File: src/hw/rtl/nfcs_pkg.sv
`default_nettype none
// ----------------------------------------------------------------------------
// nfcs_pkg
// Shared types, codes and the microcode table of the NOR flash command
// sequencer.
// ----------------------------------------------------------------------------
package nfcs_pkg;

    // Default address latch timing.
    localparam int ALE_HIGH_CYCLES_DEF = 12;
    localparam int ALE_LOW_CYCLES_DEF  = 2;

    localparam int AD_W   = 19;
    localparam int T_W    = 24;
    localparam int SS_W   = 17;
    localparam int EC_W   = 16;
    localparam int CFG_W  = 24;
    localparam int IDX_W  = 3;
    localparam int PC_W   = 6;

    // Operation codes.
    localparam logic [2:0] CMD_READ     = 3'd0;
    localparam logic [2:0] CMD_PROGRAM  = 3'd1;
    localparam logic [2:0] CMD_SE_ERASE = 3'd2;
    localparam logic [2:0] CMD_CH_ERASE = 3'd3;
    localparam logic [2:0] CMD_IDENTIFY = 3'd4;

    // Phase codes.
    localparam logic [2:0] PH_LATCH = 3'd0;
    localparam logic [2:0] PH_WRITE = 3'd1;
    localparam logic [2:0] PH_READ  = 3'd2;
    localparam logic [2:0] PH_PROG  = 3'd3;
    localparam logic [2:0] PH_WAIT  = 3'd4;

    // Lane codes.
    localparam logic [1:0] LANE_HI   = 2'd0;
    localparam logic [1:0] LANE_LO   = 2'd1;
    localparam logic [1:0] LANE_NONE = 2'd2;

    // Configuration register indexes.
    localparam logic [IDX_W-1:0] REG_T_READ      = 3'd0;
    localparam logic [IDX_W-1:0] REG_T_WPULSE    = 3'd1;
    localparam logic [IDX_W-1:0] REG_T_PROGRAM   = 3'd2;
    localparam logic [IDX_W-1:0] REG_T_ID_ACCESS = 3'd3;
    localparam logic [IDX_W-1:0] REG_T_SE_ERASE  = 3'd4;
    localparam logic [IDX_W-1:0] REG_T_CH_ERASE  = 3'd5;
    localparam logic [IDX_W-1:0] REG_SECTOR_SIZE = 3'd6;
    localparam logic [IDX_W-1:0] REG_ERASE_CODE  = 3'd7;

    // Register reset values.
    localparam logic [T_W-1:0]  RST_T_READ      = 24'd9;
    localparam logic [T_W-1:0]  RST_T_WPULSE    = 24'd5;
    localparam logic [T_W-1:0]  RST_T_PROGRAM   = 24'd2500;
    localparam logic [T_W-1:0]  RST_T_ID_ACCESS = 24'd19;
    localparam logic [T_W-1:0]  RST_T_SE_ERASE  = 24'd3125000;
    localparam logic [T_W-1:0]  RST_T_CH_ERASE  = 24'd12500000;
    localparam logic [SS_W-1:0] RST_SECTOR_SIZE = 17'd16384;
    localparam logic [EC_W-1:0] RST_ERASE_CODE  = 16'h3030;

    // Bus addresses and command words.
    localparam logic [15:0] ADDR_UNLOCK1   = 16'h5555;
    localparam logic [15:0] ADDR_UNLOCK2   = 16'h2AAA;
    localparam logic [15:0] DATA_UNLOCK1   = 16'hAAAA;
    localparam logic [15:0] DATA_UNLOCK2   = 16'h5555;
    localparam logic [15:0] CW_PROGRAM     = 16'hA0A0;
    localparam logic [15:0] CW_ERASE_SETUP = 16'h8080;
    localparam logic [15:0] CW_CHIP_ERASE  = 16'h1010;
    localparam logic [15:0] CW_ID_ENTRY    = 16'h9090;
    localparam logic [15:0] CW_ID_EXIT     = 16'hF0F0;
    localparam logic [15:0] ADDR_ID_WORD0  = 16'h0000;
    localparam logic [15:0] ADDR_ID_WORD1  = 16'h0001;

    typedef enum logic [2:0] {
        AD_IMM   = 3'd0,
        AD_WADDR = 3'd1,
        AD_EADDR = 3'd2,
        AD_DATA  = 3'd3,
        AD_ECODE = 3'd4
    } t_ad_sel;

    typedef enum logic [1:0] {
        LS_HI   = 2'd0,
        LS_LO   = 2'd1,
        LS_NONE = 2'd2,
        LS_HALF = 2'd3
    } t_lane_sel;

    typedef enum logic [1:0] {
        PS_ZERO = 2'd0,
        PS_ALE  = 2'd1,
        PS_TWP  = 2'd2,
        PS_TRD  = 2'd3
    } t_pulse_sel;

    typedef enum logic [2:0] {
        RS_ALE   = 3'd0,
        RS_TWP   = 3'd1,
        RS_TRD   = 3'd2,
        RS_TPROG = 3'd3,
        RS_TID   = 3'd4,
        RS_TSE   = 3'd5,
        RS_TCE   = 3'd6
    } t_rec_sel;

    // One microcode word.
    typedef struct packed {
        logic [2:0]      ph;
        t_ad_sel         ad_sel;
        logic [15:0]     imm;
        t_lane_sel       lane_sel;
        t_pulse_sel      pulse_sel;
        t_rec_sel        rec_sel;
        logic            loop;
        logic [PC_W-1:0] target;
        logic            last;
    } t_uword;

    // Sequencer to datapath control.
    typedef struct packed {
        logic   issue;
        logic   half;
        t_uword uw;
    } t_ctl;

    typedef struct packed {
        logic [2:0]  cmd;
        logic [20:0] byte_addr;
        logic [31:0] data_word;
        logic [9:0]  sector;
    } t_req;

    typedef struct packed {
        logic [2:0]      phase;
        logic [AD_W-1:0] ad_value;
        logic [1:0]      lanes;
        logic [T_W-1:0]  pulse_cycles;
        logic [T_W-1:0]  recovery_cycles;
        logic            last;
    } t_res;

    // Microcode layout.
    localparam int CMD16_LEN = 6;
    localparam logic [PC_W-1:0] UC_READ   = 6'd0;
    localparam logic [PC_W-1:0] UC_PROG   = 6'd3;
    localparam logic [PC_W-1:0] UC_SE_A   = 6'd11;
    localparam logic [PC_W-1:0] UC_SE_B   = 6'd17;
    localparam logic [PC_W-1:0] UC_SE_W   = 6'd23;
    localparam logic [PC_W-1:0] UC_CE_A   = 6'd24;
    localparam logic [PC_W-1:0] UC_CE_B   = 6'd30;
    localparam logic [PC_W-1:0] UC_CE_W   = 6'd36;
    localparam logic [PC_W-1:0] UC_ID_A   = 6'd37;
    localparam logic [PC_W-1:0] UC_ID_W1  = 6'd43;
    localparam logic [PC_W-1:0] UC_ID_R0  = 6'd44;
    localparam logic [PC_W-1:0] UC_ID_B   = 6'd50;
    localparam logic [PC_W-1:0] UC_ID_W2  = 6'd56;
    localparam logic [PC_W-1:0] UC_DEPTH  = 6'd57;
    localparam logic [PC_W-1:0] UC_PROG_E = 6'd11;

    function automatic t_uword uc_word(input logic [2:0] ph, input t_ad_sel asel,
                                       input logic [15:0] imm, input t_lane_sel ls,
                                       input t_pulse_sel ps, input t_rec_sel rs);
        t_uword w;
        w.ph        = ph;
        w.ad_sel    = asel;
        w.imm       = imm;
        w.lane_sel  = ls;
        w.pulse_sel = ps;
        w.rec_sel   = rs;
        w.loop      = 1'b0;
        w.target    = '0;
        w.last      = 1'b0;
        return w;
    endfunction

    function automatic t_uword uc_latch(input t_ad_sel asel, input logic [15:0] imm);
        return uc_word(PH_LATCH, asel, imm, LS_NONE, PS_ALE, RS_ALE);
    endfunction

    function automatic t_uword uc_write(input t_ad_sel asel, input logic [15:0] imm);
        return uc_word(PH_WRITE, asel, imm, LS_HALF, PS_TWP, RS_TWP);
    endfunction

    function automatic t_uword uc_read(input t_lane_sel ls);
        return uc_word(PH_READ, AD_IMM, 16'h0000, ls, PS_TRD, RS_TRD);
    endfunction

    function automatic t_uword uc_wait(input t_rec_sel rs, input logic last);
        t_uword w;
        w      = uc_word(PH_WAIT, AD_IMM, 16'h0000, LS_NONE, PS_ZERO, rs);
        w.last = last;
        return w;
    endfunction

    // Step k of one unlocked command to one half. The last step runs the
    // block again for the lower half.
    function automatic t_uword uc_cmd(input logic [2:0] k, input t_ad_sel asel,
                                      input logic [15:0] aimm, input t_ad_sel csel,
                                      input logic [15:0] cimm,
                                      input logic [PC_W-1:0] tgt);
        t_uword w;
        case (k)
            3'd0:    w = uc_latch(AD_IMM, ADDR_UNLOCK1);
            3'd1:    w = uc_write(AD_IMM, DATA_UNLOCK1);
            3'd2:    w = uc_latch(AD_IMM, ADDR_UNLOCK2);
            3'd3:    w = uc_write(AD_IMM, DATA_UNLOCK2);
            3'd4:    w = uc_latch(asel, aimm);
            3'd5: begin
                w        = uc_write(csel, cimm);
                w.loop   = 1'b1;
                w.target = tgt;
            end
            default: w = uc_latch(AD_IMM, ADDR_UNLOCK1);
        endcase
        return w;
    endfunction

    function automatic logic in_blk(input logic [PC_W-1:0] a,
                                    input logic [PC_W-1:0] base);
        return (a >= base) && (a < base + PC_W'(CMD16_LEN));
    endfunction

    function automatic t_uword uc_rom(input logic [PC_W-1:0] a);
        t_uword w;
        logic [2:0] k;
        w = uc_wait(RS_ALE, 1'b1);
        k = 3'(a - UC_PROG);
        if (a >= UC_PROG && a < UC_PROG_E) begin
            if (k < 3'(CMD16_LEN)) begin
                w      = uc_cmd(k, AD_IMM, ADDR_UNLOCK1, AD_IMM, CW_PROGRAM, UC_PROG);
                w.loop = 1'b0;
            end else if (k == 3'(CMD16_LEN)) begin
                w = uc_latch(AD_WADDR, 16'h0000);
            end else begin
                w = uc_word(PH_PROG, AD_DATA, 16'h0000, LS_HALF, PS_TWP, RS_TPROG);
                w.loop   = 1'b1;
                w.target = UC_PROG;
                w.last   = 1'b1;
            end
        end else if (in_blk(a, UC_SE_A)) begin
            w = uc_cmd(3'(a - UC_SE_A), AD_IMM, ADDR_UNLOCK1, AD_IMM, CW_ERASE_SETUP,
                       UC_SE_A);
        end else if (in_blk(a, UC_SE_B)) begin
            w = uc_cmd(3'(a - UC_SE_B), AD_EADDR, 16'h0000, AD_ECODE, 16'h0000,
                       UC_SE_B);
        end else if (in_blk(a, UC_CE_A)) begin
            w = uc_cmd(3'(a - UC_CE_A), AD_IMM, ADDR_UNLOCK1, AD_IMM, CW_ERASE_SETUP,
                       UC_CE_A);
        end else if (in_blk(a, UC_CE_B)) begin
            w = uc_cmd(3'(a - UC_CE_B), AD_IMM, ADDR_UNLOCK1, AD_IMM, CW_CHIP_ERASE,
                       UC_CE_B);
        end else if (in_blk(a, UC_ID_A)) begin
            w = uc_cmd(3'(a - UC_ID_A), AD_IMM, ADDR_UNLOCK1, AD_IMM, CW_ID_ENTRY,
                       UC_ID_A);
        end else if (in_blk(a, UC_ID_B)) begin
            w = uc_cmd(3'(a - UC_ID_B), AD_IMM, ADDR_UNLOCK1, AD_IMM, CW_ID_EXIT,
                       UC_ID_B);
        end else begin
            case (a)
                UC_READ:          w = uc_latch(AD_WADDR, 16'h0000);
                UC_READ + 6'd1:   w = uc_read(LS_HI);
                UC_READ + 6'd2: begin
                    w      = uc_read(LS_LO);
                    w.last = 1'b1;
                end
                UC_SE_W:          w = uc_wait(RS_TSE, 1'b1);
                UC_CE_W:          w = uc_wait(RS_TCE, 1'b1);
                UC_ID_W1:         w = uc_wait(RS_TID, 1'b0);
                UC_ID_R0:         w = uc_latch(AD_IMM, ADDR_ID_WORD0);
                UC_ID_R0 + 6'd1:  w = uc_read(LS_HI);
                UC_ID_R0 + 6'd2:  w = uc_read(LS_LO);
                UC_ID_R0 + 6'd3:  w = uc_latch(AD_IMM, ADDR_ID_WORD1);
                UC_ID_R0 + 6'd4:  w = uc_read(LS_HI);
                UC_ID_R0 + 6'd5:  w = uc_read(LS_LO);
                UC_ID_W2:         w = uc_wait(RS_TID, 1'b1);
                default:          w = uc_wait(RS_ALE, 1'b1);
            endcase
        end
        return w;
    endfunction

    function automatic logic uc_cmd_ok(input logic [2:0] cmd);
        return (cmd == CMD_READ) || (cmd == CMD_PROGRAM) || (cmd == CMD_SE_ERASE) ||
               (cmd == CMD_CH_ERASE) || (cmd == CMD_IDENTIFY);
    endfunction

    function automatic logic [PC_W-1:0] uc_entry(input logic [2:0] cmd);
        logic [PC_W-1:0] e;
        case (cmd)
            CMD_READ:     e = UC_READ;
            CMD_PROGRAM:  e = UC_PROG;
            CMD_SE_ERASE: e = UC_SE_A;
            CMD_CH_ERASE: e = UC_CE_A;
            CMD_IDENTIFY: e = UC_ID_A;
            default:      e = UC_READ;
        endcase
        return e;
    endfunction

endpackage
`default_nettype wire

File: src/hw/rtl/nfcs_seq.sv
`default_nettype none
// ----------------------------------------------------------------------------
// nfcs_seq
// Microcode step counter: fetches one control word per cycle, walks the
// program of the accepted operation and runs each command block twice, once
// per flash half.
// ----------------------------------------------------------------------------
module nfcs_seq (
    input  wire logic       i_clk,
    input  wire logic       i_rst_n,
    input  wire logic       i_accept,
    input  wire logic [2:0] i_cmd,
    output nfcs_pkg::t_ctl  o_ctl,
    output logic            o_busy
);

    logic                          r_busy, n_busy;
    logic                          r_half, n_half;
    logic [nfcs_pkg::PC_W-1:0]     r_pc, n_pc;
    nfcs_pkg::t_uword              w_uw;

    assign w_uw = nfcs_pkg::uc_rom(r_pc);

    always_comb begin
        n_busy = r_busy;
        n_half = r_half;
        n_pc   = r_pc;
        if (r_busy) begin
            if (w_uw.loop && !r_half) begin
                n_pc   = w_uw.target;
                n_half = 1'b1;
            end else if (w_uw.last) begin
                n_busy = 1'b0;
                n_half = 1'b0;
            end else begin
                n_pc = r_pc + nfcs_pkg::PC_W'(1);
                if (w_uw.loop) begin
                    n_half = 1'b0;
                end
            end
        end else if (i_accept && nfcs_pkg::uc_cmd_ok(i_cmd)) begin
            n_busy = 1'b1;
            n_half = 1'b0;
            n_pc   = nfcs_pkg::uc_entry(i_cmd);
        end
    end

    always_ff @(posedge i_clk) begin
        if (!i_rst_n) begin
            r_busy <= 1'b0;
            r_half <= 1'b0;
            r_pc   <= '0;
        end else begin
            r_busy <= n_busy;
            r_half <= n_half;
            r_pc   <= n_pc;
        end
    end

    assign o_busy      = r_busy;
    assign o_ctl.issue = r_busy;
    assign o_ctl.half  = r_half;
    assign o_ctl.uw    = w_uw;

endmodule
`default_nettype wire

File: src/hw/rtl/nfcs_dp.sv
`default_nettype none
// ----------------------------------------------------------------------------
// nfcs_dp
// Datapath: timing registers, operand registers and the result register that
// the control word steers.
// ----------------------------------------------------------------------------
module nfcs_dp #(
    parameter int ALE_HIGH_CYCLES = nfcs_pkg::ALE_HIGH_CYCLES_DEF,
    parameter int ALE_LOW_CYCLES  = nfcs_pkg::ALE_LOW_CYCLES_DEF
) (
    input  wire logic                       i_clk,
    input  wire logic                       i_rst_n,
    input  wire logic                       i_cfg_we,
    input  wire logic [nfcs_pkg::IDX_W-1:0] i_cfg_idx,
    input  wire logic [nfcs_pkg::CFG_W-1:0] i_cfg_data,
    input  wire logic                       i_accept,
    input  wire nfcs_pkg::t_req             i_req,
    input  wire nfcs_pkg::t_ctl             i_ctl,
    output logic                            o_res_valid,
    output nfcs_pkg::t_res                  o_res
);

    logic [nfcs_pkg::T_W-1:0]  r_t_read, r_t_wp, r_t_prog, r_t_id, r_t_se, r_t_ce;
    logic [nfcs_pkg::SS_W-1:0] r_sector_size;
    logic [nfcs_pkg::EC_W-1:0] r_erase_code;

    logic [nfcs_pkg::AD_W-1:0] r_waddr, r_eaddr;
    logic [31:0]               r_data;

    logic                      r_res_valid;
    nfcs_pkg::t_res            r_res, n_res;

    logic [26:0]               w_prod;

    always_ff @(posedge i_clk) begin
        if (!i_rst_n) begin
            r_t_read      <= nfcs_pkg::RST_T_READ;
            r_t_wp        <= nfcs_pkg::RST_T_WPULSE;
            r_t_prog      <= nfcs_pkg::RST_T_PROGRAM;
            r_t_id        <= nfcs_pkg::RST_T_ID_ACCESS;
            r_t_se        <= nfcs_pkg::RST_T_SE_ERASE;
            r_t_ce        <= nfcs_pkg::RST_T_CH_ERASE;
            r_sector_size <= nfcs_pkg::RST_SECTOR_SIZE;
            r_erase_code  <= nfcs_pkg::RST_ERASE_CODE;
        end else if (i_cfg_we) begin
            case (i_cfg_idx)
                nfcs_pkg::REG_T_READ:      r_t_read      <= i_cfg_data;
                nfcs_pkg::REG_T_WPULSE:    r_t_wp        <= i_cfg_data;
                nfcs_pkg::REG_T_PROGRAM:   r_t_prog      <= i_cfg_data;
                nfcs_pkg::REG_T_ID_ACCESS: r_t_id        <= i_cfg_data;
                nfcs_pkg::REG_T_SE_ERASE:  r_t_se        <= i_cfg_data;
                nfcs_pkg::REG_T_CH_ERASE:  r_t_ce        <= i_cfg_data;
                nfcs_pkg::REG_SECTOR_SIZE: r_sector_size <= i_cfg_data[nfcs_pkg::SS_W-1:0];
                nfcs_pkg::REG_ERASE_CODE:  r_erase_code  <= i_cfg_data[nfcs_pkg::EC_W-1:0];
                default: ;
            endcase
        end
    end

    // The erase address is formed once, when the operation is taken in.
    assign w_prod = 27'(i_req.sector) * 27'(r_sector_size);

    always_ff @(posedge i_clk) begin
        if (i_accept) begin
            r_waddr <= i_req.byte_addr[20:2];
            r_data  <= i_req.data_word;
            r_eaddr <= w_prod[nfcs_pkg::AD_W-1:0];
        end
    end

    always_comb begin
        n_res.phase = i_ctl.uw.ph;

        case (i_ctl.uw.ad_sel)
            nfcs_pkg::AD_IMM:   n_res.ad_value = {3'b000, i_ctl.uw.imm};
            nfcs_pkg::AD_WADDR: n_res.ad_value = r_waddr;
            nfcs_pkg::AD_EADDR: n_res.ad_value = r_eaddr;
            nfcs_pkg::AD_DATA:  n_res.ad_value = i_ctl.half ? {3'b000, r_data[15:0]}
                                                            : {3'b000, r_data[31:16]};
            nfcs_pkg::AD_ECODE: n_res.ad_value = {3'b000, r_erase_code};
            default:            n_res.ad_value = '0;
        endcase

        case (i_ctl.uw.lane_sel)
            nfcs_pkg::LS_HI:   n_res.lanes = nfcs_pkg::LANE_HI;
            nfcs_pkg::LS_LO:   n_res.lanes = nfcs_pkg::LANE_LO;
            nfcs_pkg::LS_HALF: n_res.lanes = i_ctl.half ? nfcs_pkg::LANE_LO
                                                        : nfcs_pkg::LANE_HI;
            default:           n_res.lanes = nfcs_pkg::LANE_NONE;
        endcase

        case (i_ctl.uw.pulse_sel)
            nfcs_pkg::PS_ALE: n_res.pulse_cycles = nfcs_pkg::T_W'(ALE_HIGH_CYCLES);
            nfcs_pkg::PS_TWP: n_res.pulse_cycles = r_t_wp;
            nfcs_pkg::PS_TRD: n_res.pulse_cycles = r_t_read;
            default:          n_res.pulse_cycles = '0;
        endcase

        case (i_ctl.uw.rec_sel)
            nfcs_pkg::RS_ALE:   n_res.recovery_cycles = nfcs_pkg::T_W'(ALE_LOW_CYCLES);
            nfcs_pkg::RS_TWP:   n_res.recovery_cycles = r_t_wp;
            nfcs_pkg::RS_TRD:   n_res.recovery_cycles = r_t_read;
            nfcs_pkg::RS_TPROG: n_res.recovery_cycles = r_t_prog;
            nfcs_pkg::RS_TID:   n_res.recovery_cycles = r_t_id;
            nfcs_pkg::RS_TSE:   n_res.recovery_cycles = r_t_se;
            nfcs_pkg::RS_TCE:   n_res.recovery_cycles = r_t_ce;
            default:            n_res.recovery_cycles = '0;
        endcase

        // A looping word is only final on its pass for the lower half.
        n_res.last = i_ctl.uw.last && !(i_ctl.uw.loop && !i_ctl.half);
    end

    always_ff @(posedge i_clk) begin
        if (!i_rst_n) begin
            r_res_valid <= 1'b0;
        end else begin
            r_res_valid <= i_ctl.issue;
        end
    end

    always_ff @(posedge i_clk) begin
        if (i_ctl.issue) begin
            r_res <= n_res;
        end
    end

    assign o_res_valid = r_res_valid;
    assign o_res       = r_res;

endmodule
`default_nettype wire

File: src/hw/rtl/nor_flash_command_sequencer_core.sv
`default_nettype none
// ----------------------------------------------------------------------------
// nor_flash_command_sequencer_core
// Turns one flash operation into its ordered list of bus phase words.
// The first word reaches the outputs after start is taken, through the step
// counter and then the result register. Throughput: one word per cycle from
// the microcode step counter; an operation has 3, 16, 25, 25 or 32 words.
// A new operation is taken in the cycle that the last word is shown.
// The receiver cannot stall; every word holds for exactly one cycle.
// Reset loads the default timing registers and leaves the sequencer idle.
// ----------------------------------------------------------------------------
module nor_flash_command_sequencer_core #(
    parameter int ALE_HIGH_CYCLES = nfcs_pkg::ALE_HIGH_CYCLES_DEF,
    parameter int ALE_LOW_CYCLES  = nfcs_pkg::ALE_LOW_CYCLES_DEF
) (
    input  wire logic                       i_clk,
    input  wire logic                       i_rst_n,
    input  wire logic                       i_cfg_we,
    input  wire logic [nfcs_pkg::IDX_W-1:0] i_cfg_idx,
    input  wire logic [nfcs_pkg::CFG_W-1:0] i_cfg_data,
    input  wire logic                       start,
    output logic                            busy,
    input  wire nfcs_pkg::t_req             i_req,
    output logic                            o_res_valid,
    output nfcs_pkg::t_res                  o_res
);

    logic           w_accept;
    nfcs_pkg::t_ctl w_ctl;

    assign w_accept = start && !busy;

    nfcs_seq u_seq (
        .i_clk    (i_clk),
        .i_rst_n  (i_rst_n),
        .i_accept (w_accept),
        .i_cmd    (i_req.cmd),
        .o_ctl    (w_ctl),
        .o_busy   (busy)
    );

    nfcs_dp #(
        .ALE_HIGH_CYCLES (ALE_HIGH_CYCLES),
        .ALE_LOW_CYCLES  (ALE_LOW_CYCLES)
    ) u_dp (
        .i_clk       (i_clk),
        .i_rst_n     (i_rst_n),
        .i_cfg_we    (i_cfg_we),
        .i_cfg_idx   (i_cfg_idx),
        .i_cfg_data  (i_cfg_data),
        .i_accept    (w_accept),
        .i_req       (i_req),
        .i_ctl       (w_ctl),
        .o_res_valid (o_res_valid),
        .o_res       (o_res)
    );

    // Every word comes from a step issued while the sequencer was running.
    a_word_from_busy: assert property (@(posedge i_clk) disable iff (!i_rst_n)
        o_res_valid |-> $past(busy))
        else $error("word shown without a running operation");

    a_valid_cmd_starts: assert property (@(posedge i_clk) disable iff (!i_rst_n)
        (w_accept && nfcs_pkg::uc_cmd_ok(i_req.cmd)) |=> busy)
        else $error("valid operation did not start");

    a_bad_cmd_idle: assert property (@(posedge i_clk) disable iff (!i_rst_n)
        (w_accept && !nfcs_pkg::uc_cmd_ok(i_req.cmd)) |=> !busy && !o_res_valid)
        else $error("unknown operation produced activity");

    a_last_ends: assert property (@(posedge i_clk) disable iff (!i_rst_n)
        (o_res_valid && o_res.last) |-> !busy)
        else $error("final word shown while still running");

    a_pc_range: assert property (@(posedge i_clk) disable iff (!i_rst_n)
        busy |-> (u_seq.r_pc < nfcs_pkg::UC_DEPTH))
        else $error("step counter left the microcode program");

endmodule
`default_nettype wire
File: config.mk
export PLATFORM = sky130hd
export DESIGN_NAME = nor_flash_command_sequencer_core
export DESIGN_NICKNAME = d
export VERILOG_FILES = /design/src/hw/rtl/nfcs_pkg.sv /design/src/hw/rtl/nfcs_seq.sv /design/src/hw/rtl/nfcs_dp.sv /design/src/hw/rtl/nor_flash_command_sequencer_core.sv
export SDC_FILE = /design/constraint.sdc
export NUM_CORES = 1
export LEC_CHECK = 0
export BUFFER_PORTS_ARGS = -buffer_cell sky130_fd_sc_hd__buf_2
export CAP_MARGIN = 20
export CORE_MARGIN = 2
export CORE_UTILIZATION = 45
export CTS_CLUSTER_DIAMETER = 100
export DETAILED_ROUTE_END_ITERATION = 10
export GPL_TIMING_DRIVEN = 0
export PLACE_DENSITY = 0.65
export REMOVE_ABC_BUFFERS = 1
export SETUP_SLACK_MARGIN = 0.3
export SYNTH_ARGS = -nofsm -noshare
export SYNTH_HDL_FRONTEND = slang
export SYNTH_SLANG_ARGS = --single-unit
export TNS_END_PERCENT = 1
File: constraint.sdc
create_clock -name i_clk -period 8.4 [get_ports i_clk]
set_input_delay 0.84 -clock i_clk [delete_from_list [all_inputs] [get_ports i_clk]]
set_output_delay 0.84 -clock i_clk [all_outputs]
set_load 0.02 [all_outputs]
### Yosys cells after proc, flatten, opt, wreduce, memory -nomap -nowiden

Memories as Yosys holds them, arrays and structs flattened. A register that Yosys moved wholly into a read port is not among the register bits.
Cells that the tools add are included.

| word-level totals | value |
|---|---|
| bits in registers | 329 |
| latch bits | 0 |
| RAM bits | 0 |
| bits in read-only memories | 768 |
| input bits | 97 |
| output and inout bits | 75 |
| memories | 1 |

| operators by class | value |
|---|---|
| add/subtract/negate cells | 8 |
| multipliers | 1 |
| divide/modulo/power cells | 0 |
| $lt $le $gt $ge | 15 |
| equality and inequality tests | 58 |
| shift operators | 0 |
| multiplexer cells | 38 |
| bitwise operators | 0 |
| reduce and logical (&&, ||, !) cells | 34 |

Memory list:

| name | depth | width | read ports | clocked after Yosys merged registers in | write ports | RTL line | RTL |
|---|---|---|---|---|---|---|---|
| (name not given) | 64 | 12 | 1 | 1 | 0 | nfcs_pkg.sv:258 | `case (a)` |

Operators with widths:

| cell | number |
|---|---|
| 35-bit case mux with 4 select lines | 6 |
| 37-bit 2-to-1 mux | 8 |
| 35-bit case mux with 5 select lines | 1 |
| 24-bit case mux with 7 select lines | 1 |
| 19-bit case mux with 5 select lines | 1 |
| 24-bit case mux with 3 select lines | 1 |
| 3-bit by 2-bit equality test with 1-bit output (second input constant) | 22 |
| 3-bit equality test (second input constant) | 18 |
| 36-bit 2-to-1 mux | 1 |
| 6-bit 2-to-1 mux | 6 |
| 3-bit by 1-bit equality test with 1-bit output (second input constant) | 11 |
| 6-bit case mux with 4 select lines | 1 |
| 2-bit AND reduction | 10 |
| 10-bit by 17-bit multiplier with 19-bit output | 1 |
| 6-bit by 5-bit >= comparator with 1-bit output (second input constant) | 3 |
| 6-bit by 5-bit < comparator with 1-bit output (second input constant) | 3 |
| 6-bit < comparator (second input constant) | 3 |
| 16-bit 2-to-1 mux | 1 |
| 6-bit >= comparator (second input constant) | 2 |
| 3-bit logical NOT | 4 |
| 1-bit logical AND | 11 |
| 1-bit 2-to-1 mux | 10 |
| 3-bit by 2-bit subtractor with 3-bit output (second input constant) | 3 |
| 6-bit by 1-bit adder with 6-bit output (second input constant) | 1 |
| 15 further kinds | 25 |

### Longest topological paths before layout

Gate-level depths: netlist of run 1.

| logic depth | value |
|---|---|
| depth after elaboration | 15 |
| mapped depth | 22 |
| mapped depth without buffers | 20 |

### Cells and area by module

A second synthesis of run 1 with hierarchy kept.

| unflattened totals | value |
|---|---|
| cell total of the unflattened synthesis | 2149 |
| area, all modules | 19887.8 um^2 |

Modules (own cells, without submodules):

| module | instances | cells each | area an instance (um^2) | seq. area each (um^2) |
|---|---|---|---|---|
| nfcs_dp | 1 | 1747 | 16992.5 | 7857.5 |
| nfcs_seq | 1 | 401 | 2881.5 | 380.4 |
| nor_flash_command_sequencer_core | 1 | 1 | 13.8 | 0.0 |

### Least setup slack after synthesis of run 1

No wires, ideal clock.

| timing path | value |
|---|---|
| kind | flip-flop to flip-flop |
| start point | register u_seq.r_busy (netlist: u_seq.o_busy) |
| end point | register (tool-made name) |
| library setup time | 0.127 ns |
| arrival | 6.828 ns |
| data required time | 8.273 ns |
| slack | 1.445 ns |
| cell stages (with the launch flop) | 12 |
| clock period less this slack | 6.955 ns |
| cell sequence | dfxtp_1 -> clkbuf_1 -> nor2b_1 -> nand2_1 -> o21ai_2 -> nor3_1 -> a311oi_1 -> inv_1 -> ha_1 -> nand2_1 -> a2111oi_0 -> or3b_1 |

RTL lines:

| what | RTL line | RTL |
|---|---|---|
| start: declaration | nfcs_seq.sv:17 | `logic r_busy, n_busy;` |
| start signal: assignment | nfcs_seq.sv:54 | `r_busy <= n_busy;` |

### Worst setup path after layout of run 1

| timing path | value |
|---|---|
| start point | input port i_req[2] (netlist bit) |
| end point | register u_dp.r_eaddr[18] (netlist bit), data pin |

| between the ends | value |
|---|---|
| word-level cells in the longest chain between the ends | 1 |

Ends and longest elaborated chain:

| what | RTL line | RTL |
|---|---|---|
| start: declaration | nor_flash_command_sequencer_core.sv:23 | `input wire nfcs_pkg::t_req i_req,` |
| 10-bit by 17-bit multiplier with 19-bit output | nfcs_dp.sv:61 | `assign w_prod = 27'(i_req.sector) * 27'(r_sector_size);` |
| net u_dp.w_prod[18] | nfcs_dp.sv:33 | `logic [26:0] w_prod;` |
| end signal: assignment | nfcs_dp.sv:67 | `r_eaddr <= w_prod[nfcs_pkg::AD_W-1:0];` |
| end: declaration | nfcs_dp.sv:27 | `logic [nfcs_pkg::AD_W-1:0] r_waddr, r_eaddr;` |

The timed path passes the listed nets, and every way through them passes these cells.
A chain may end at the register's enable or synchronous reset.

==> metrics.md, run 1 <==
| Metric | Value |
|---|---|
| Run status | `completed` |
| Die area | `43,500 µm²` |
| Synth top area cells | `edfxtp_1 23%, dfxtp_1 21%, nand2_1 10%` |
| TritonRoute pass-1 iters | `10` |
| CP max FO | `17` |
| Post-route clock period utilization | `0.651` |
| Netlist cell types | `86` |
| Vias per cell | `roughly 5.8` |
| Clock tree sinks | `340` |
| Setup TNS Final | `0 ps` |
| Gr usage total | `0.252` |
| Largest family of logic cells by synthesized area | `simple AND/OR/NAND/NOR gates` |
| Synth warnings | `0` |
| Post-synthesis instance total | `2,026` |
| Initial Util | `0.458` |
| Unrepaired setup endpoints after global routing | `false` |
| Root Buffer Master | `clkbuf_16` |
| Min Hold Slack | `447 ps` |
| Yosys reg bits | `340` |
| Final setup skew | `28.7 ps` |
| Final setup viols | `0` |
| Max Clock Freq | `0.183 GHz` |
| Synth Area in Compound Gates | `0.134` |
| Req. time, crit path | `8690 ps` |
| Synth-to-layout area growth | `15.7%` |
| Min Clock Period, post-route | `5470 ps` |
| Worst-Skew Late Latency | `approximately 580 ps` |
| Mux contribution to synthesized area | `0.0346` |
| Power Dens Cells | `between 200 and 300 nW/µm²` |
| Max-cap violation count | `0` |
| Final HPWL DP | `38,000 µm` |
| Largest area contributor in the netlist | `edfxtp_1` |
| Iter 0 DRT Violations | `1,852` |
| Gr ovfl total | `0` |
| Syn Area/Cell | `9.30 µm²` |
| CTS buffer count | `39` |
| Post-synthesis async set-or-reset flop share | `0` |
| Crit. End Element | `flop` |
| Post-synth EDFFs | `roughly 140` |
| WL/cell | `20.4 µm` |
| Post-CTS Hold Fix Bufs | `0` |
| Die W | `209 µm` |
| Routability cong. | `0.905` |
| Post-Synth Simple-Gate Area | `0.189` |
| Max-slew violations | `0` |
| Share of cells above drive strength 1 | `0.149` |
| Multi-input gate area | `9670 µm²` |
| Die height | `209 µm` |
| Vias in the first global route | `15,310` |
| Worst Tran Pin Value | `roughly 1100 ps` |
| Final hold viol count | `0` |
| Startpoint Class | `primary input` |
| Worst-path clk slew | `60 ps` |
| Largest net degree at the start of global routing | `76` |
| Total power | `0.00558 W` |
| Layout fillers | `3,745` |
| I/O Pins | `172` |
| Post-CTS sizing | `0` |
| Postcts setup bufs | `0` |
| Mapped Area | `18,800 µm²` |
| Post-synthesis sequential area ratio | `0.437` |
| ANT nets after route | `0` |
| Worst VDD drop | `0.000144 V` |
| CP Class | `primary input to flop` |
| Post-synthesis xor/xnor area fraction | `0.0167` |
| Vias | `roughly 16,000` |
| Top-area cell type share of the netlist area | `0.228` |
| Port Buffer Count | `169` |
| Register area | `8240 µm²` |
| Crit path DAT | `5760 ps` |
| Post-synthesis adder-cell area fraction | `0.133` |
| Antenna violations before repair | `3` |
| CTS Buffer Depth | `3` |
| Prevailing post-synth register cell | `dfxtp_1` |
| # nets final | `2,369` |
| Final wirelength | `between 50,000 and 60,000 µm` |
| Core footprint | `41,100 µm²` |
| Slew headroom | `0.264` |
| DRC | `0` |
| Row Count | `74` |
| First-pass GRT wire length | `86,300 µm` |
| CTS HTree Levels | `2` |
| Leakage power | `8.97 nW` |
| Hold crit path type | `primary input to flop` |
| TritonCTS clock tree | `built` |
-- where the power goes --
part           switching, W  leakage (nW)  total, W  internal [W]
combinational       0.00119          5.37   0.00181      0.000622
sequential         0.000113          2.97   0.00207       0.00196
clock              0.000709         0.629   0.00170      0.000993
-- metrics by stage --
stage	instances	instance area, µm²	utilization	setup slack [ps]
after floorplan	1886	18300	-	1220
after global placement	2587	19800	0.481	-2450
after detailed placement	2615	20400	0.497	2380
after CTS	2686	21700	0.528	2920
after global routing	2693	21800	0.530	2610
final	2694	21800	0.530	2930
-- logic make-up after synthesis --
kind of cell / after synthesis
and+or+nand+nor: 805
AOI/OAI and AO/OA: 376
DFF: 340
buffers and inverters: 262
adders and majority gates: 144
muxes: 63
xor gates and xnor gates: 36
-- routing by layer --
layer / GRT usage / wire length [µm] / up-vias
li1: - / - / 7167
met1: 0.342 / 22800 / 7663
met2: 0.410 / 26300 / 708
met3: 0.0389 / 4300 / 101
met4: 0.0892 / 1640 / 0
met5: 0 / 0 / -
-- final timing paths --
| path | startpoint | end | slack, ps | cells past startpoint |
|---|---|---|---|---|
| max | i_req[2] | u_dp.r_eaddr[18]$_DFFE_PP_ | 2930 | 21 |
| min | i_req[33] | u_dp.r_data[23]$_DFFE_PP_ | 450 | 1 |
| max reg2reg | u_dp.r_sector_size[5]$_SDFFE_PN0P_ | u_dp.r_eaddr[18]$_DFFE_PP_ | 2940 | 20 |
| min reg2reg | u_dp.r_t_id[9]$_SDFFE_PN0P_ | u_dp.r_t_id[9]$_SDFFE_PN0P_ | 450 | 2 |
-- critical path, stage by stage --
cell and delay, ps:
buf_2 350, nand2_1 150, fa_1 530, inv_1 50
fa_1 500, inv_1 50, fa_1 470, inv_1 50
fa_1 540, inv_1 60, fa_1 520, inv_1 40
ha_1 350, nand2_1 70, o21ai_0 240, a41oi_1 190
a21oi_1 300, nand4_1 140, nand4b_1 100, a21oi_1 80
xnor2_1 130
-- flip-flops by register name (all words and copies together) (netlist names), 19 cells and up, named ones only --
name / cells
u_dp.r_waddr: 19
u_dp.r_eaddr: 19
u_dp.r_t_read: 24
u_dp.r_t_se: 24
u_dp.r_t_prog: 24
u_dp.r_t_ce: 24
u_dp.r_t_wp: 24
u_dp.r_t_id: 24
u_dp.r_data: 32
u_dp.o_res: 73
-- cell usage after synthesis (18+ instances only) --
library cell,n
xnor2_1,27
inv_1,121
a21oi_1,185
mux2i_1,46
o21ai_0,30
fa_1,93
ha_1,51
dfxtp_1,197
nand2_1,503
nor2_1,69
nand2b_1,18
nand3_1,83
a222oi_1,61
clkbuf_1,99
edfxtp_1,143
and2_1,67
-- layout make-up --
cell class | instances | share of cell area
clock inverters | 17 | 0.00867
diodes | 4 | 0.000459
clock buffers | 54 | 0.0507
inverters | 122 | 0.0213
multi-input cells | 1424 | 0.444
flip-flops and latches | 340 | 0.378
repair buffers | 201 | 0.0664
well taps | 532 | 0.0306
-- layout by cell type (no fill, tap or decap), types with 46 or more instances in the layout --
cell / count
dfxtp_1: 196
mux2i_1: 46
buf_2: 169
nor2_1: 64
fa_1: 93
nand2_1: 503
a222oi_1: 61
ha_1: 51
edfxtp_1: 143
and2_1: 67
inv_1: 120
nand3_1: 83
a21oi_1: 180
No activity file was read; power rests on OpenSTA's default activity.
==> run 2: changes to the inputs <==
clock period = 5.39 ns   (was 8.4 ns; I/O delays follow)
==> metrics.md, run 2 (synthesis results as in run 1) <==
| Metric | Value |
|---|---|
| P_sw | `about 0.0031 W` |
| Die height | `209 µm` |
| Die W | `209 µm` |
| Gr usage total | `0.252` |
| TritonCTS clock tree | `built` |
| Switching share of power | `0.360` |
| Vias per cell | `5.80` |
| Worst Tran Pin Value | `1100 ps` |
| Max reg flops | `73` |
| Final instance area | `22,000 µm²` |
| Final setup skew | `30.7 ps` |
| Min Clock Period, post-route | `4990 ps` |
| Hold crit path type | `primary input to flop` |
| Routability cong. | `0.905` |
| Root Buffer Master | `clkbuf_16` |
| CP Class | `flop to flop` |
| Gr ovfl total | `0` |
| Most frequent cells in the layout | `503 x nand2_1, 183 x dfxtp_1, 175 x a21oi_1, 167 x buf_2, 143 x edfxtp_1` |
| Final setup viols | `0` |
| Placed insts | `2,615` |
| Metal2 WL | `26,600 µm` |
| Max-slew violations | `0` |
| Post-CTS Hold Fix Bufs | `0` |
| Commonest non-fill, non-tap cell in the layout | `nand2_1` |
| CTS Buffer Depth | `3` |
| Synth-to-layout area growth | `16.9%` |
| Req. time, crit path | `around 5700 ps` |
| ANT nets after route | `0` |
| Final hold viol count | `0` |
| DRT met1 WL | `between 20,000 and 25,000 µm` |
| Slew headroom | `0.268` |
| Iter 0 DRT Violations | `1,883` |
| First-pass GRT wire length | `86,400 µm` |
| Crit path DAT | `5290 ps` |
| Final HPWL DP | `38,000 µm` |
| Dpl ws | `-328 ps` |
| Comb pwr share | `0.328` |
| Core footprint | `between 40,000 and 50,000 µm²` |
| Worst-path clk slew | `60 ps` |
| # nets final | `~2,400` |
| I/O Pins | `172` |
| Share of cells above drive strength 1 | `0.167` |
| Clock tree sinks | `340` |
| CP max FO | `11` |
| Vias in the first global route | `between 15,000 and 20,000` |
| CTS buffer count | `39` |
| DRC | `0` |
| Antenna violations before repair | `3` |
| DR top layer | `met4` |
| Unrepaired setup endpoints after global routing | `true` |
| Worst VDD drop | `0.000228 V` |
| Final wirelength | `55,300 µm` |
| Row Count | `74` |
| WL/cell | `roughly 20 µm` |
| Die area | `43,500 µm²` |
| Largest net degree at the start of global routing | `76` |
| Port Buffer Count | `around 170` |
| Max-cap violation count | `0` |
| Final worst setup slack | `396 ps` |
| Initial Util | `0.458` |
| Cell Area, Placed | `20,400 µm²` |
| Max Clock Freq | `0.200 GHz` |
| Vias | `15,693` |
| Non-Filler Instances | `2,707` |
| Run status | `completed` |
| Power share of the clock group | `0.303` |
| Leakage power | `9.05 nW` |
| Startpoint Class | `flop` |
| Worst-Skew Late Latency | `roughly 580 ps` |
| Flop pwr share | `0.369` |
| WL met3 | `3900 µm` |
| TritonRoute pass-1 iters | `8` |
| P_int | `0.00560 W` |
| CTS HTree Levels | `2` |
| Power Dens Cells | `398 nW/µm²` |
| Crit. End Element | `flop` |
| Post-route clock period utilization | `0.926` |
==> run 2: worst max-delay path: stages (launching register included) <==
cell and delay, ps:
dfxtp_4 420, nand2_1 100, fa_1 540, inv_1 50
fa_1 450, ha_1 330, fa_1 550, inv_1 60
fa_1 530, inv_1 40, ha_1 350, a21o_1 200
a31o_2 230, a41oi_2 250, a21oi_2 120, a21o_1 200
a21oi_2 180, xnor2_2 110
==> run 2: layout make-up <==
type	count	area, µm²
Inverter	122	463
Sequential cell	340	8280
Fill cell	3728	19100
Antenna cell	3	7.51
Tap cell	532	666
Clock inverter	17	189
Timing Repair Buffer	214	1550
Clock buffer	54	1100
Multi-Input combinational cell	1425	9750
==> run 2: path summary, 6_finish.rpt <==
path | cells past startpoint | slack, ps | endpoint | start
worst min-delay path | 1 | 140 | u_dp.r_data[23]$_DFFE_PP_ | i_req[33]
worst max register to register | 17 | 400 | u_dp.r_eaddr[15]$_DFFE_PP_ | u_dp.r_sector_size[4]$_SDFFE_PN0P_
worst min register to register | 2 | 460 | u_dp.r_t_id[9]$_SDFFE_PN0P_ | u_dp.r_t_id[9]$_SDFFE_PN0P_
worst max-delay path | 17 | 400 | u_dp.r_eaddr[15]$_DFFE_PP_ | u_dp.r_sector_size[4]$_SDFFE_PN0P_
==> run 2: power by group through the flow <==
stage	logic [W]	registers, W	clock network [W]
2_1_floorplan	0.00154	0.00342	0
3_3_place_gp	0.00257	0.00334	0
3_5_place_dp	0.00277	0.00328	0
4_1_cts	0.00280	0.00323	0.00270
5_1_grt	0.00307	0.00326	0.00279
6_report	0.00287	0.00323	0.00265
==> run 2: routing by layer <==
metal | GRT usage | vias to the layer above
li1 | - | 7203
met5 | 0 | -
met1 | 0.342 | 7712
met2 | 0.410 | 668
met3 | 0.0391 | 110
met4 | 0.0929 | 0
==> run 2: repair_timing <==
action / 4_1_cts / 5_1_grt
setup endpoints to repair: 6 / 13
cloned: 0 / 1
buffers inserted: 3 / 10
resized for setup: 20 / 21
pin swaps: 0 / 4
==> run 2: through the flow <==
step           setup TNS [ps]  hold slack (ps)  power [W]  utilization
2_1_floorplan          -31700              433    0.00496            -
3_3_place_gp          -450290              440    0.00591        0.481
3_5_place_dp             -988              446    0.00605        0.497
4_1_cts                     0              116    0.00873        0.530
5_1_grt                     0              131    0.00912        0.535
6_report                    0              144    0.00875        0.535
